$ cat src/design/str_pkg.sv
// Shared types, constants and helpers for the trapezoidal stepper ramp.
package str_pkg;

  localparam int DELAY_BITS_DEF = 16;
  localparam int COUNT_BITS_DEF = 24;
  localparam int RATE_W         = 16;
  localparam int LIMIT_W        = 23;
  localparam int CFG_DATA_W     = 23;
  localparam int CFG_IDX_W      = 3;
  localparam int POS_W          = 32;
  localparam int REM_W          = 32;
  localparam int ONE_STEP_DELAY = 1000;

  typedef enum logic [CFG_IDX_W-1:0] {
    REG_ACCEL_RATE  = 3'd0,
    REG_DECEL_RATE  = 3'd1,
    REG_FIRST_DELAY = 3'd2,
    REG_MIN_DELAY   = 3'd3,
    REG_SPEED_LIMIT = 3'd4
  } cfg_idx_t;

  typedef enum logic [1:0] {
    PH_STOP  = 2'd0,
    PH_ACCEL = 2'd1,
    PH_RUN   = 2'd2,
    PH_DECEL = 2'd3
  } phase_t;

  typedef enum logic [3:0] {
    CMD_NONE,
    CMD_LATCH,
    CMD_TRIVIAL,
    CMD_MUL_LIM,
    CMD_DIV_LIM,
    CMD_SAVE_LIM,
    CMD_MUL_TOP,
    CMD_DIV_TOP,
    CMD_START_FIN,
    CMD_DIV_RAMP,
    CMD_PULSE_FIN
  } cmd_t;

  typedef enum logic [3:0] {
    C_IDLE,
    C_DISPATCH,
    C_DIV1,
    C_WAIT1,
    C_CHECK,
    C_WAIT2,
    C_START_FIN,
    C_PULSE_WAIT,
    C_PULSE_FIN
  } ctrl_state_t;

  typedef struct packed {
    cmd_t cmd;
    logic in_ready;
  } ctrl_t;

  typedef struct packed {
    logic   action;
    logic   mag_zero;
    logic   mag_one;
    logic   lim_le_top;
    logic   div_done;
    logic   out_free;
    phase_t phase;
  } status_t;

  function automatic int imax(input int a, input int b);
    return (a > b) ? a : b;
  endfunction

endpackage

$ cat src/design/str_req_if.sv
// Input channel: start or pulse-done items.
interface str_req_if #(parameter int COUNT_BITS = 24);
  logic                         valid;
  logic                         ready;
  logic                         action;
  logic signed [COUNT_BITS-1:0] step_count;

  modport source(output valid, action, step_count, input ready);
  modport sink(input valid, action, step_count, output ready);
endinterface

$ cat src/design/str_rsp_if.sv
// Result channel: next delay, position and motion status.
interface str_rsp_if #(parameter int DELAY_BITS = 16);
  logic                  valid;
  logic                  ready;
  logic [DELAY_BITS-1:0] next_delay;
  logic signed [31:0]    position;
  logic                  direction;
  logic [1:0]            phase;
  logic                  moving;
  logic                  output_off;

  modport source(output valid, next_delay, position, direction, phase, moving, output_off,
                 input ready);
  modport sink(input valid, next_delay, position, direction, phase, moving, output_off,
               output ready);
endinterface

$ cat src/design/str_div.sv
// Restoring serial divider, one quotient bit per cycle.
module str_div #(
  parameter int DVD_W = 40,
  parameter int DVS_W = 27
) (
  input  logic             clk,
  input  logic             rst,
  input  logic             start,
  input  logic [DVD_W-1:0] dividend,
  input  logic [DVS_W-1:0] divisor,
  output logic             done,
  output logic [DVD_W-1:0] quot,
  output logic [DVS_W-1:0] rem
);
  localparam int CNT_W = $clog2(DVD_W);

  logic [CNT_W-1:0] cnt;
  logic             running;
  logic [DVS_W-1:0] dvs;
  logic [DVS_W:0]   trial;
  logic             fits;

  assign trial = {rem, quot[DVD_W-1]};
  assign fits  = trial >= {1'b0, dvs};

  always_ff @(posedge clk) begin
    if (rst) begin
      running <= 1'b0;
      done    <= 1'b0;
    end else if (start) begin
      running <= 1'b1;
      done    <= 1'b0;
    end else if (running && cnt == '0) begin
      running <= 1'b0;
      done    <= 1'b1;
    end
  end

  always_ff @(posedge clk) begin
    if (start) begin
      quot <= dividend;
      rem  <= '0;
      dvs  <= divisor;
      cnt  <= CNT_W'(DVD_W - 1);
    end else if (running) begin
      quot <= {quot[DVD_W-2:0], fits};
      rem  <= fits ? DVS_W'(trial - {1'b0, dvs}) : trial[DVS_W-1:0];
      cnt  <= cnt - 1'b1;
    end
  end
endmodule

$ cat src/design/str_ctrl.sv
// Sequencer that steps the ramp datapath through start planning and pulse updates.
module str_ctrl (
  input  logic             clk,
  input  logic             rst,
  input  logic             req_valid,
  input  str_pkg::status_t status,
  output str_pkg::ctrl_t   ctrl
);
  import str_pkg::*;

  ctrl_state_t state, state_next;

  always_ff @(posedge clk) begin
    if (rst) begin
      state <= C_IDLE;
    end else begin
      state <= state_next;
    end
  end

  always_comb begin
    state_next    = state;
    ctrl.cmd      = CMD_NONE;
    ctrl.in_ready = 1'b0;
    case (state)
      C_IDLE: begin
        ctrl.in_ready = 1'b1;
        if (req_valid) begin
          ctrl.cmd   = CMD_LATCH;
          state_next = C_DISPATCH;
        end
      end
      C_DISPATCH: begin
        if (status.action) begin
          if (status.phase == PH_ACCEL || status.phase == PH_DECEL) begin
            ctrl.cmd   = CMD_DIV_RAMP;
            state_next = C_PULSE_WAIT;
          end else begin
            state_next = C_PULSE_FIN;
          end
        end else if (status.mag_zero || status.mag_one) begin
          if (status.out_free) begin
            ctrl.cmd   = CMD_TRIVIAL;
            state_next = C_IDLE;
          end
        end else begin
          ctrl.cmd   = CMD_MUL_LIM;
          state_next = C_DIV1;
        end
      end
      C_DIV1: begin
        ctrl.cmd   = CMD_DIV_LIM;
        state_next = C_WAIT1;
      end
      C_WAIT1: begin
        if (status.div_done) begin
          ctrl.cmd   = CMD_SAVE_LIM;
          state_next = C_CHECK;
        end
      end
      C_CHECK: begin
        if (status.lim_le_top) begin
          state_next = C_START_FIN;
        end else begin
          ctrl.cmd   = CMD_MUL_TOP;
          state_next = C_WAIT2;
        end
      end
      C_WAIT2: begin
        ctrl.cmd   = CMD_DIV_TOP;
        state_next = C_PULSE_WAIT;
      end
      C_PULSE_WAIT: begin
        if (status.div_done) begin
          state_next = status.action ? C_PULSE_FIN : C_START_FIN;
        end
      end
      C_START_FIN: begin
        if (status.out_free) begin
          ctrl.cmd   = CMD_START_FIN;
          state_next = C_IDLE;
        end
      end
      C_PULSE_FIN: begin
        if (status.out_free) begin
          ctrl.cmd   = CMD_PULSE_FIN;
          state_next = C_IDLE;
        end
      end
      default: state_next = C_IDLE;
    endcase
  end
endmodule

$ cat src/design/str_dp.sv
// Ramp datapath: configuration, motion state, multiplier, divider and result register.
module str_dp #(
  parameter int DELAY_BITS = str_pkg::DELAY_BITS_DEF,
  parameter int COUNT_BITS = str_pkg::COUNT_BITS_DEF
) (
  input  logic                                clk,
  input  logic                                rst,
  input  logic                                cfg_we,
  input  logic [str_pkg::CFG_IDX_W-1:0]       cfg_addr,
  input  logic [str_pkg::CFG_DATA_W-1:0]      cfg_wdata,
  input  str_pkg::ctrl_t                      ctrl,
  input  logic                                req_action,
  input  logic signed [COUNT_BITS-1:0]        req_step_count,
  input  logic                                rsp_ready,
  output logic                                rsp_valid,
  output logic [DELAY_BITS-1:0]               rsp_next_delay,
  output logic signed [str_pkg::POS_W-1:0]    rsp_position,
  output logic                                rsp_direction,
  output logic [1:0]                          rsp_phase,
  output logic                                rsp_moving,
  output logic                                rsp_output_off,
  output str_pkg::status_t                    status
);
  import str_pkg::*;

  localparam int DB    = DELAY_BITS;
  localparam int CB    = COUNT_BITS;
  localparam int NUM_W = imax(DB + 1, REM_W) + 1;
  localparam int DVD_W = imax(imax(CB + RATE_W, LIMIT_W + RATE_W), NUM_W);
  localparam int DVS_W = imax(CB + 2, RATE_W + 1);
  localparam int DCW   = imax(DB, RATE_W);
  localparam int LCW   = imax(CB, LIMIT_W);
  localparam logic [DB-1:0] ONE_DELAY = DB'(ONE_STEP_DELAY);

  logic [RATE_W-1:0]  accel_rate, decel_rate, first_delay, run_delay;
  logic [LIMIT_W-1:0] speed_limit;
  logic [RATE_W-1:0]  a_eff, d_eff;
  logic [LIMIT_W-1:0] top_eff;

  phase_t          phase, phase_next;
  logic            dir, dir_next, busy, busy_next;
  logic [DB-1:0]   cur, cur_next, last_ramp, last_ramp_next;
  logic [CB:0]     rc, rc_next, dc, dc_next;
  logic [CB-1:0]   dss, dss_next, sd, sd_next;
  logic [REM_W-1:0] rem, rem_next;
  logic [POS_W-1:0] pos, pos_next;
  logic            act, neg;
  logic [CB-1:0]   mag, lim, lim_next;
  logic [DVD_W-1:0] prod, prod_next;
  logic            load_out, off_next;

  logic             div_start, div_done;
  logic [DVD_W-1:0] div_dvd, div_q;
  logic [DVS_W-1:0] div_dvs, div_r;

  logic [CB:0]     rc_inc, dv;
  logic [CB+2:0]   n4;
  logic [DB-1:0]   q_lo, nd_div, fd;
  logic [CB-1:0]   sd_inc;
  logic [POS_W-1:0] pos_inc;

  always_ff @(posedge clk) begin
    if (rst) begin
      accel_rate  <= RATE_W'(1);
      decel_rate  <= RATE_W'(1);
      first_delay <= RATE_W'(ONE_STEP_DELAY);
      run_delay   <= RATE_W'(100);
      speed_limit <= LIMIT_W'(1);
    end else if (cfg_we) begin
      case (cfg_idx_t'(cfg_addr))
        REG_ACCEL_RATE:  accel_rate  <= cfg_wdata[RATE_W-1:0];
        REG_DECEL_RATE:  decel_rate  <= cfg_wdata[RATE_W-1:0];
        REG_FIRST_DELAY: first_delay <= cfg_wdata[RATE_W-1:0];
        REG_MIN_DELAY:   run_delay   <= cfg_wdata[RATE_W-1:0];
        REG_SPEED_LIMIT: speed_limit <= cfg_wdata[LIMIT_W-1:0];
        default: ;
      endcase
    end
  end

  assign a_eff   = (accel_rate == '0) ? RATE_W'(1) : accel_rate;
  assign d_eff   = (decel_rate == '0) ? RATE_W'(1) : decel_rate;
  assign top_eff = (speed_limit == '0) ? LIMIT_W'(1) : speed_limit;

  str_div #(.DVD_W(DVD_W), .DVS_W(DVS_W)) u_div (
    .clk(clk), .rst(rst), .start(div_start), .dividend(div_dvd), .divisor(div_dvs),
    .done(div_done), .quot(div_q), .rem(div_r)
  );

  assign rc_inc  = rc + 1'b1;
  assign n4      = {rc_inc, 2'b01};
  assign q_lo    = div_q[DB-1:0];
  assign nd_div  = rc_inc[CB] ? cur + q_lo : cur - q_lo;
  assign sd_inc  = sd + 1'b1;
  assign pos_inc = dir ? pos - 1'b1 : pos + 1'b1;
  assign fd      = DB'(first_delay);

  always_comb begin
    div_start = 1'b0;
    div_dvd   = prod;
    div_dvs   = DVS_W'(a_eff) + DVS_W'(d_eff);
    case (ctrl.cmd)
      CMD_DIV_LIM: div_start = 1'b1;
      CMD_DIV_TOP: begin
        div_start = 1'b1;
        div_dvs   = DVS_W'(d_eff);
      end
      CMD_DIV_RAMP: begin
        div_start = 1'b1;
        div_dvd   = DVD_W'({cur, 1'b0}) + DVD_W'(rem);
        div_dvs   = DVS_W'(n4[CB+2] ? -n4 : n4);
      end
      default: ;
    endcase
  end

  always_comb begin
    if (status.lim_le_top) begin
      dv = {1'b0, lim} - {1'b0, mag};
    end else begin
      dv = -div_q[CB:0];
    end
    if ((status.lim_le_top && lim == mag) || (!status.lim_le_top && div_q == '0)) begin
      dv = '1;
    end
  end

  always_comb begin
    phase_next     = phase;
    dir_next       = dir;
    busy_next      = busy;
    cur_next       = cur;
    last_ramp_next = last_ramp;
    rc_next        = rc;
    dc_next        = dc;
    dss_next       = dss;
    sd_next        = sd;
    rem_next       = rem;
    pos_next       = pos;
    lim_next       = lim;
    prod_next      = prod;
    load_out       = 1'b0;
    off_next       = 1'b0;
    case (ctrl.cmd)
      CMD_MUL_LIM: prod_next = DVD_W'(mag) * DVD_W'(d_eff);
      CMD_MUL_TOP: prod_next = DVD_W'(top_eff) * DVD_W'(a_eff);
      CMD_SAVE_LIM: lim_next = (div_q[CB-1:0] == '0) ? CB'(1) : div_q[CB-1:0];
      CMD_TRIVIAL: begin
        dir_next  = neg;
        busy_next = 1'b1;
        load_out  = 1'b1;
        if (status.mag_one) begin
          rc_next    = '1;
          phase_next = PH_DECEL;
          cur_next   = ONE_DELAY;
        end
      end
      CMD_START_FIN: begin
        dir_next  = neg;
        busy_next = 1'b1;
        load_out  = 1'b1;
        dc_next   = dv;
        dss_next  = mag + dv[CB-1:0];
        rc_next   = '0;
        if (DCW'(fd) <= DCW'(run_delay)) begin
          cur_next   = DB'(run_delay);
          phase_next = PH_RUN;
        end else begin
          cur_next   = fd;
          phase_next = PH_ACCEL;
        end
      end
      CMD_PULSE_FIN: begin
        load_out = 1'b1;
        case (phase)
          PH_STOP: begin
            sd_next   = '0;
            rem_next  = '0;
            busy_next = 1'b0;
            off_next  = 1'b1;
            cur_next  = '0;
          end
          PH_ACCEL: begin
            sd_next  = sd_inc;
            pos_next = pos_inc;
            rc_next  = rc_inc;
            rem_next = REM_W'(div_r);
            cur_next = nd_div;
            if (sd_inc >= dss) begin
              rc_next    = dc;
              phase_next = PH_DECEL;
            end else if (DCW'(nd_div) <= DCW'(run_delay)) begin
              last_ramp_next = nd_div;
              cur_next       = DB'(run_delay);
              rem_next       = '0;
              phase_next     = PH_RUN;
            end
          end
          PH_RUN: begin
            sd_next  = sd_inc;
            pos_next = pos_inc;
            cur_next = DB'(run_delay);
            if (sd_inc >= dss) begin
              rc_next    = dc;
              cur_next   = last_ramp;
              phase_next = PH_DECEL;
            end
          end
          default: begin
            sd_next  = sd_inc;
            pos_next = pos_inc;
            rc_next  = rc_inc;
            rem_next = REM_W'(div_r);
            cur_next = nd_div;
            if (!rc_inc[CB]) begin
              phase_next = PH_STOP;
            end
          end
        endcase
      end
      default: ;
    endcase
  end

  always_ff @(posedge clk) begin
    if (rst) begin
      phase     <= PH_STOP;
      dir       <= 1'b0;
      busy      <= 1'b0;
      cur       <= '0;
      last_ramp <= '0;
      rc        <= '0;
      dc        <= '0;
      dss       <= '0;
      sd        <= '0;
      rem       <= '0;
      pos       <= '0;
      rsp_valid <= 1'b0;
    end else begin
      phase     <= phase_next;
      dir       <= dir_next;
      busy      <= busy_next;
      cur       <= cur_next;
      last_ramp <= last_ramp_next;
      rc        <= rc_next;
      dc        <= dc_next;
      dss       <= dss_next;
      sd        <= sd_next;
      rem       <= rem_next;
      pos       <= pos_next;
      if (load_out) begin
        rsp_valid <= 1'b1;
      end else if (rsp_ready) begin
        rsp_valid <= 1'b0;
      end
    end
  end

  always_ff @(posedge clk) begin
    lim  <= lim_next;
    prod <= prod_next;
    if (ctrl.cmd == CMD_LATCH) begin
      act <= req_action;
      neg <= req_step_count[CB-1];
      mag <= req_step_count[CB-1] ? CB'(-req_step_count) : CB'(req_step_count);
    end
    if (load_out) begin
      rsp_next_delay <= cur_next;
      rsp_position   <= pos_next;
      rsp_direction  <= dir_next;
      rsp_phase      <= phase_next;
      rsp_moving     <= busy_next;
      rsp_output_off <= off_next;
    end
  end

  assign status.action     = act;
  assign status.mag_zero   = (mag == '0);
  assign status.mag_one    = (mag == CB'(1));
  assign status.lim_le_top = LCW'(lim) <= LCW'(top_eff);
  assign status.div_done   = div_done;
  assign status.out_free   = !rsp_valid || rsp_ready;
  assign status.phase      = phase;
endmodule

$ cat src/design/stepper_trapezoid_ramp.sv
// Top level of the trapezoidal stepper ramp: sequencer, datapath and channel ports.
// A pulse item in the stop or run phase is finished without a division once it is taken.
// A pulse item in accelerate or decelerate waits for the bit-serial divider. A start
// item runs two divisions when the speed limit applies, one otherwise, and none for
// zero or one step; a held result stalls any item until the receiver takes it.
// Synchronous reset stops the axis, clears position and state and loads default config.
module stepper_trapezoid_ramp #(
  parameter int DELAY_BITS = str_pkg::DELAY_BITS_DEF,
  parameter int COUNT_BITS = str_pkg::COUNT_BITS_DEF
) (
  input  logic                           clk,
  input  logic                           rst,
  input  logic                           cfg_we,
  input  logic [str_pkg::CFG_IDX_W-1:0]  cfg_addr,
  input  logic [str_pkg::CFG_DATA_W-1:0] cfg_wdata,
  str_req_if.sink                        req,
  str_rsp_if.source                      rsp
);
  import str_pkg::*;

  ctrl_t   ctrl;
  status_t status;

  str_ctrl u_ctrl (
    .clk(clk), .rst(rst), .req_valid(req.valid), .status(status), .ctrl(ctrl)
  );

  assign req.ready = ctrl.in_ready;

  str_dp #(.DELAY_BITS(DELAY_BITS), .COUNT_BITS(COUNT_BITS)) u_dp (
    .clk(clk), .rst(rst),
    .cfg_we(cfg_we), .cfg_addr(cfg_addr), .cfg_wdata(cfg_wdata),
    .ctrl(ctrl),
    .req_action(req.action), .req_step_count(req.step_count),
    .rsp_ready(rsp.ready), .rsp_valid(rsp.valid),
    .rsp_next_delay(rsp.next_delay), .rsp_position(rsp.position),
    .rsp_direction(rsp.direction), .rsp_phase(rsp.phase),
    .rsp_moving(rsp.moving), .rsp_output_off(rsp.output_off),
    .status(status)
  );
endmodule

$ cat src/flat_wrapper.sv
// flat-port wrapper written by rule: the top's interface ports become plain ports
module stepper_trapezoid_ramp_flat import str_pkg::*;
#(
  parameter int DELAY_BITS = str_pkg::DELAY_BITS_DEF,
  parameter int COUNT_BITS = str_pkg::COUNT_BITS_DEF
)
  (clk, rst, cfg_we, cfg_addr, cfg_wdata, req_valid, req_action, req_step_count, req_ready, rsp_valid, rsp_next_delay, rsp_position, rsp_direction, rsp_phase, rsp_moving, rsp_output_off, rsp_ready);
  str_req_if #(.COUNT_BITS(COUNT_BITS)) req_i ();
  str_rsp_if #(.DELAY_BITS(DELAY_BITS)) rsp_i ();
  input  logic clk;
  input  logic rst;
  input  logic cfg_we;
  input  logic [str_pkg::CFG_IDX_W-1:0] cfg_addr;
  input  logic [str_pkg::CFG_DATA_W-1:0] cfg_wdata;
  input wire logic [$bits(req_i.valid)-1:0] req_valid;
  input wire logic [$bits(req_i.action)-1:0] req_action;
  input wire logic [$bits(req_i.step_count)-1:0] req_step_count;
  output wire logic [$bits(req_i.ready)-1:0] req_ready;
  output wire logic [$bits(rsp_i.valid)-1:0] rsp_valid;
  output wire logic [$bits(rsp_i.next_delay)-1:0] rsp_next_delay;
  output wire logic [$bits(rsp_i.position)-1:0] rsp_position;
  output wire logic [$bits(rsp_i.direction)-1:0] rsp_direction;
  output wire logic [$bits(rsp_i.phase)-1:0] rsp_phase;
  output wire logic [$bits(rsp_i.moving)-1:0] rsp_moving;
  output wire logic [$bits(rsp_i.output_off)-1:0] rsp_output_off;
  input wire logic [$bits(rsp_i.ready)-1:0] rsp_ready;
  assign req_i.valid = req_valid;
  assign req_i.action = req_action;
  assign req_i.step_count = req_step_count;
  assign req_ready = req_i.ready;
  assign rsp_valid = rsp_i.valid;
  assign rsp_next_delay = rsp_i.next_delay;
  assign rsp_position = rsp_i.position;
  assign rsp_direction = rsp_i.direction;
  assign rsp_phase = rsp_i.phase;
  assign rsp_moving = rsp_i.moving;
  assign rsp_output_off = rsp_i.output_off;
  assign rsp_i.ready = rsp_ready;
  stepper_trapezoid_ramp #(.DELAY_BITS(DELAY_BITS), .COUNT_BITS(COUNT_BITS)) u_core (.clk(clk), .rst(rst), .cfg_we(cfg_we), .cfg_addr(cfg_addr), .cfg_wdata(cfg_wdata), .req(req_i), .rsp(rsp_i));
endmodule
$ cat config.mk
export PLATFORM = sky130hd
export DESIGN_NAME = stepper_trapezoid_ramp_flat
export DESIGN_NICKNAME = d
export VERILOG_FILES = /design/src/design/str_pkg.sv /design/src/design/str_req_if.sv /design/src/design/str_rsp_if.sv /design/src/design/str_div.sv /design/src/design/str_ctrl.sv /design/src/design/str_dp.sv /design/src/design/stepper_trapezoid_ramp.sv /design/src/flat_wrapper.sv
export SDC_FILE = /design/constraint.sdc
export NUM_CORES = 2
export LEC_CHECK = 0
export BUFFER_PORTS_ARGS = -buffer_cell sky130_fd_sc_hd__clkbuf_2
export CORE_UTILIZATION = 40
export CTS_BUF_LIST = sky130_fd_sc_hd__clkbuf_16
export DETAILED_ROUTE_END_ITERATION = 12
export PLACE_DENSITY = 0.53
export SETUP_SLACK_MARGIN = 0.02
export SLEW_MARGIN = 40
export SYNTH_ARGS = -nofsm -noshare
export SYNTH_HDL_FRONTEND = slang
export SYNTH_SLANG_ARGS = --single-unit
export TNS_END_PERCENT = 5
$ cat constraint.sdc
create_clock -name clk -period 7.4 [get_ports clk]
set_input_delay 1.11 -clock clk [delete_from_list [all_inputs] [get_ports clk]]
set_output_delay 1.11 -clock clk [all_outputs]
set_load 0.005 [all_outputs]
After elaboration in Yosys (flattened, before gate mapping)
Cells that the tools add are included.
Widths: inputs -> output; s select.
- word-level logic and storage cells: 203
- bits in registers: 533
- $mul: 2
- $lt $le $gt $ge: 5
- multiplexer cells: 72
- reduce and logical (&&, ||, !) cells: 38
- $add $sub $neg: 15
- equal/unequal tests: 33
- bitwise logic cells: 2
- operators with widths (cell ; count):
    $pmux 25 s3 ; 2
    $mux 16 ; 8
    $mux 25 ; 5
    $mux 40 ; 3
    $mux 26 ; 4
    $mux 32 ; 3
    $pmux 16 s3 ; 2
    $pmux 32 s3 ; 1
    $pmux 40 s2 ; 1
    $pmux 4 s8 ; 2
    $mux 4 ; 13
    $pmux 26 s2 ; 1
    $logic_not 24->1 ; 2
    $mux 23 ; 2
    $logic_not 40->1 ; 1
    $mul 24x16->40 ; 1
    $mul 23x16->39 ; 1
    $add 17x32->33 ; 1
    $add 32x1->32 const B ; 1
    $eq 4x3->1 const B ; 8
    $le 16x16->1 ; 2
    $logic_not 16->1 ; 2
    $sub 32x1->32 const B ; 1
    $ge 27x26->1 ; 1
    49 further kinds ; 99

Longest topological paths before layout
- word-level depth: 10
- depth in mapped cells: 30
- mapped depth without buffers: 28

Cells and area by module
Synthesis repeated with hierarchy kept, for this count alone.
- cell total of the unflattened synthesis: 6691
- area total of the unflattened synthesis: 57244.9 µm²
- by module, submodules not included (module ; area each (µm²) ; cells each ; seq. area each (µm²) ; instances):
    str_dp ; 51329.2 ; 6126 ; 9899.5 ; 1
    str_div ; 5461.5 ; 498 ; 2662.6 ; 1
    str_ctrl ; 454.2 ; 67 ; 80.1 ; 1

Worst setup path after synthesis
OpenSTA, ideal clock, no wires.
- path type: reg2reg
- start point: register u_core.u_dp.speed_limit[10]
- end point: register u_core.u_dp.prod[38], data pin
- period minus slack after synthesis: 6.853 ns
- library setup time: 0.287 ns
- path slack: 0.547 ns
- data required time: 7.113 ns
- cell stages (with the launch flop): 27
- arrival time: 6.566 ns
- buffers on the path: 2
- path through: dfxtp_1 clkbuf_1 nor4_1 nand4_1 o21bai_1 clkbuf_1 nand2_1 fa_1 fa_1 inv_1 fa_1 fa_1 fa_1 inv_1 fa_1 inv_1 ha_1 a21o_1 a21oi_1 o21ai_0 a311o_1 nand3_1 o211ai_1 a31oi_1 a311oi_1 nor3_1 a221oi_1
- longest elaborated chain between the ends: 7
- elaborated cells on any way between the ends: 9
- those cells by class: 1 x mul; 1 x order compare; 2 x eq/ne; 4 x mux; 1 x reduce/logical
- RTL lines (element ; RTL line ; text):
    start, declared ; str_dp.sv:36 ; logic [LIMIT_W-1:0] speed_limit;
    start signal, assigned ; str_dp.sv:75 ; REG_SPEED_LIMIT: speed_limit <= cfg_wdata[LIMIT_W-1:0];
    $logic_not 23->1 ; str_dp.sv:83 ; assign top_eff = (speed_limit == '0) ? LIMIT_W'(1) : speed_limit;
    $mux 23 (*) ; str_dp.sv:83 ;
    branches (longest 4 deep; another with $mul 23x16->39) ; - ;
    $pmux 40 s2 (*) ; str_dp.sv:144 ; case (ctrl.cmd)
    named net u_core.u_dp.prod_next[38] ; str_dp.sv:49 ; logic [DVD_W-1:0] prod, prod_next;
    end signal, assigned ; str_dp.sv:261 ; prod <= prod_next;
    end, declared ; str_dp.sv:49 ;
Mark *: on every way through the listed nets, which the timed path passes.
A chain may end at the register's enable or synchronous reset.

Worst setup path in the final report
- start point: register u_core.u_dp.rc[0]
- end point: register u_core.u_dp.phase[0]
- longest elaborated chain between the ends: 7
- elaborated cells on any way between the ends: 8
- those cells by class: 1 x add/sub; 1 x order compare; 6 x mux
- RTL lines (element ; RTL line ; text):
    start, declared ; str_dp.sv:43 ; logic [CB:0] rc, rc_next, dc, dc_next;
    start signal, assigned ; str_dp.sv:245 ; rc <= rc_next;
    $add 25x1->25 ; str_dp.sv:90 ; assign rc_inc = rc + 1'b1;
    $mux 16 ; str_dp.sv:93 ; assign nd_div = rc_inc[CB] ? cur + q_lo : cur - q_lo;
    named net u_core.u_dp.nd_div[14] ; str_dp.sv:58 ; logic [DB-1:0] q_lo, nd_div, fd;
    $le 16x16->1 ; str_dp.sv:192 ; end else if (DCW'(nd_div) <= DCW'(run_delay)) begin
    $mux 2 ; str_dp.sv:192 ;
    $mux 2 ; str_dp.sv:189 ; if (sd_inc >= dss) begin
    $pmux 2 s3 ; str_dp.sv:175 ; case (phase)
    $pmux 2 s3 ; str_dp.sv:144 ;
    named net u_core.u_dp.phase_next[0] ; str_dp.sv:40 ; phase_t phase, phase_next;
    end signal, assigned ; str_dp.sv:240 ; phase <= phase_next;
    end, declared ; str_dp.sv:40 ;
The timed path passes the listed nets, and every way through them passes these cells.

==> flow_metrics.py <==
metrics = {
    "worst_setup_path": {
        "arrival_ns": 7.56,
        "worst_ep_required_time_ns": 7.95,
        "critical_path_class": "reg -> reg",
        "slowest_stage": "dfxtp_1",
        "slowest_delay_ns": 0.42,
        "path_max_fanout": 6,
        "rrSetupSlack_ns": 0.39,
        "crit_top_cell": "ha_1",
        "critPathLaunchType": "register",
        "r2r_cells": 29,
        "cp-end-kind": "register",
    },
    "cells_and_area": {
        "syn_to_final_growth_pct": 9.64,
        "drive_gt1_share_pct": 7.53,
        "n_fill_cell": 14100,
        "multi_input_area_um2": 39500,
        "nets": 7816,
        "regArea_um2": 12600,
        "instances_no_fill": 8630,
        "post-route-util_pct": 44.5,
    },
    "placement": {
        "dp_cells": 8471,
        "place_ws_ns": 0.173,
        "gp_congestion": 0.976,
        "hpwl_mm": 144,
        "portBuffers": 110,
    },
    "power_and_ir_drop": {
        "ir_drop_mv": 0.250,
        "p_leak_nw": 28.1,
        "fin_total_pwr_mw": 15.4,
        "p_per_area_nw_per_um2": 246,
    },
    "synthesis": {
        "yosysTopAreaCellShare_pct": 21.3,
        "ys_async_sr_fraction_pct": 0,
        "yosys_warnings": 0,
        "ys_top_cells_by_count": "nand2_1, inv_1, fa_1, ha_1, nor2_1",
        "synth_top_cell_by_area": "fa_1",
        "yosys.cell_count.top_type": "nand2_1",
        "ys_seq_elements": 527,
        "synth_edf_count": 209,
        "syn_area_um2": 56900,
        "seq_area_frac_synth_pct": 22.2,
        "yosysUniqueCellTypes": 102,
        "synthFlopType": "dfxtp_1",
        "syn_nets": 7836,
        "syn_inst": 6716,
        "avgSynthCellArea_um2": 8.47,
        "synthTopCellsByArea": "fa_1, dfxtp_1, edfxtp_1",
    },
    "job": {
        "maxCapViolCount": 0,
    },
    "die": {
        "die_x_um": 379,
        "die_h_um": 379,
        "coreArea_um2": 140000,
        "fp-row-count": 137,
        "io_pins": 111,
        "start_util_pct": 40.5,
        "fp.dieArea_um2": 144000,
    },
    "grt": {
        "first_global_vias": 46400,
        "grt_start_max_net_pins": 82,
        "grt_pass1_wl_mm": 283,
        "met3_usage_pct": 3.26,
        "grt_use_met2_pct": 42.9,
        "grt_use_total_pct": 25.9,
        "grt_remaining_overflow": 0,
        "busiest_layer": "met2",
        "grt_util_met1_pct": 33.6,
        "antenna_found_initial": 3,
    },
    "routing": {
        "wirelength_mm": 184,
        "routedWlPerCell_um": 21.3,
        "ant_nets": 0,
        "drt_iter0_drc": 3582,
        "avgViaCountPerCell": 5.43,
        "drc": 0,
        "num_vias": 46800,
        "firstDrtPassIters": 8,
    },
    "timing": {
        "fin_crit_sh_pct": 94.8,
        "timing.final.max_slew_violations": 0,
        "timing.fmax_mhz": 143,
        "finalCriticalPeriod_ns": 7.01,
        "finalSetupViolCount": 0,
        "rsz0062_at_grt": "true",
        "tightestPinTransition_ns": 0.913,
        "fin_ws_ns": 0.388,
        "setup_tns_ns": 0,
        "hold_viol": 0,
        "fin_worst_skew_ns": 0.0596,
        "relSlewSlack_pct": 39.1,
    },
    "cts": {
        "cts_buffer_depth": 3,
        "clk_pin_slew_ns": 0.06,
        "cts_tree": "built",
        "clk_latency_ns": 0.68,
        "root_buffer": "clkbuf_16",
        "cts-hold-fix-buffers": 0,
        "ctsHtreeMaxLevel": 3,
        "clock-sinks": 527,
        "cts_inserted_buffers": 67,
    },
    "status": {
        "status": "completed",
    },
    "worst_hold_path": {
        "holdPathStages": 2,
        "hold_path.class": "reg -> reg",
    },
}
-- worst max-delay path, delay by kind of cell (launching register included) --
kind | cells | cell delay [ns]
xor gates and xnor gates | 2 | 0.34
DFF | 1 | 0.42
AOI/OAI and AO/OA | 11 | 2.27
and+or+nand+nor | 11 | 2.52
buffers and inverters | 2 | 0.40
adders and majority gates | 3 | 0.97
-- final timing paths --
| check | endpoint | start |
|---|---|---|
| setup / recovery | u_core.u_dp.phase[0]$_SDFF_PP0_ | u_core.u_dp.rc[0]$_SDFFE_PP0P_ |
| hold / removal | u_core.u_dp.dss[14]$_SDFFE_PP0N_ | u_core.u_dp.dss[14]$_SDFFE_PP0N_ |
| setup reg to reg | u_core.u_dp.phase[0]$_SDFF_PP0_ | u_core.u_dp.rc[0]$_SDFFE_PP0P_ |
| hold reg to reg | u_core.u_dp.dss[14]$_SDFFE_PP0N_ | u_core.u_dp.dss[14]$_SDFFE_PP0N_ |
-- routing by layer --
metal | up-vias | routed length (um)
li1 | 22000 | -
met4 | 2 | 8980
met5 | - | 18
met1 | 23200 | 78700
met2 | 1343 | 86000
met3 | 339 | 10200
-- cell usage in the layout, fill, tap and decap left out, types with 51 or more instances in the layout --
cell       instances
nand2_1         1058
and3_1            51
a21o_1           107
fa_1             605
edfxtp_1         209
clkbuf_16         67
clkbuf_2         109
ha_1             459
nor2_1           381
buf_4            190
nand3_1          101
and2_1           298
inv_1            906
dfxtp_1          314
a21oi_1          373
nor3_1            87
xnor2_1          219
xor2_1            83
o21ai_0          247
a31oi_1           54
-- cells by family (layout without fill, tap and decap cells) --
| group | Yosys count | in the layout | share of synthesized area, % |
|---|---|---|---|
| AOI/OAI and AO/OA | 1203 | 1203 | 13.5 |
| DFF | 527 | 527 | 22.2 |
| other | 0 | 4 | 0 |
| xor gates and xnor gates | 306 | 306 | 4.76 |
| buffers and inverters | 1296 | 1330 | 8.61 |
| muxes | 57 | 57 | 1.02 |
| and+or+nand+nor | 2262 | 2262 | 18.4 |
| adders and majority gates | 1065 | 1065 | 31.4 |
-- metrics by stage --
step / area, um2 / hold WS, ns
floorplan: 56900 / 0.432
global placement: 59600 / 0.442
detailed placement: 59700 / 0.447
CTS: 61900 / 0.455
global route: 62300 / 0.470
finish: 62300 / 0.450
-- layout make-up --
| cell class | instances | share of cell area (%) |
|---|---|---|
| Clock buffer | 67 | 2.69 |
| Antenna cell | 4 | 0.0161 |
| Inverter | 897 | 5.40 |
| Sequential cell | 527 | 20.3 |
| Tap cell | 1876 | 3.77 |
| Clock inverter | 56 | 0.967 |
| Timing Repair Buffer | 310 | 3.49 |
| Multi-Input combinational cell | 4893 | 63.4 |
-- flip-flops by register name (all words and copies together), names as in the netlist, 23 cells and up --
signal                    cells
u_core.u_dp.sd               24
u_core.u_dp.rc               25
u_core.u_dp.lim              24
u_core.u_dp.u_div.rem        26
u_core.u_dp.u_div.dvs        26
u_core.u_dp.dc               25
u_core.u_dp.mag              24
u_core.u_dp.prod             40
u_core.u_dp.rem              26
u_core.u_dp.speed_limit      23
u_core.u_dp.pos              32
u_core.u_dp.rsp_position     32
u_core.u_dp.dss              24
u_core.u_dp.u_div.quot       40
-- where the power goes --
group / internal [mW] / total [mW] / switching [mW]
registers: 3.79 / 4.52 / 0.721
clock network: 1.96 / 3.41 / 1.44
logic: 2.82 / 7.43 / 4.62
-- repair_timing --
action / 4_1_cts / 5_1_grt
setup endpoints to repair: 0 / 61
resized for setup: 0 / 14
setup buffers: 0 / 31
(Power assumes the default switching activity.)
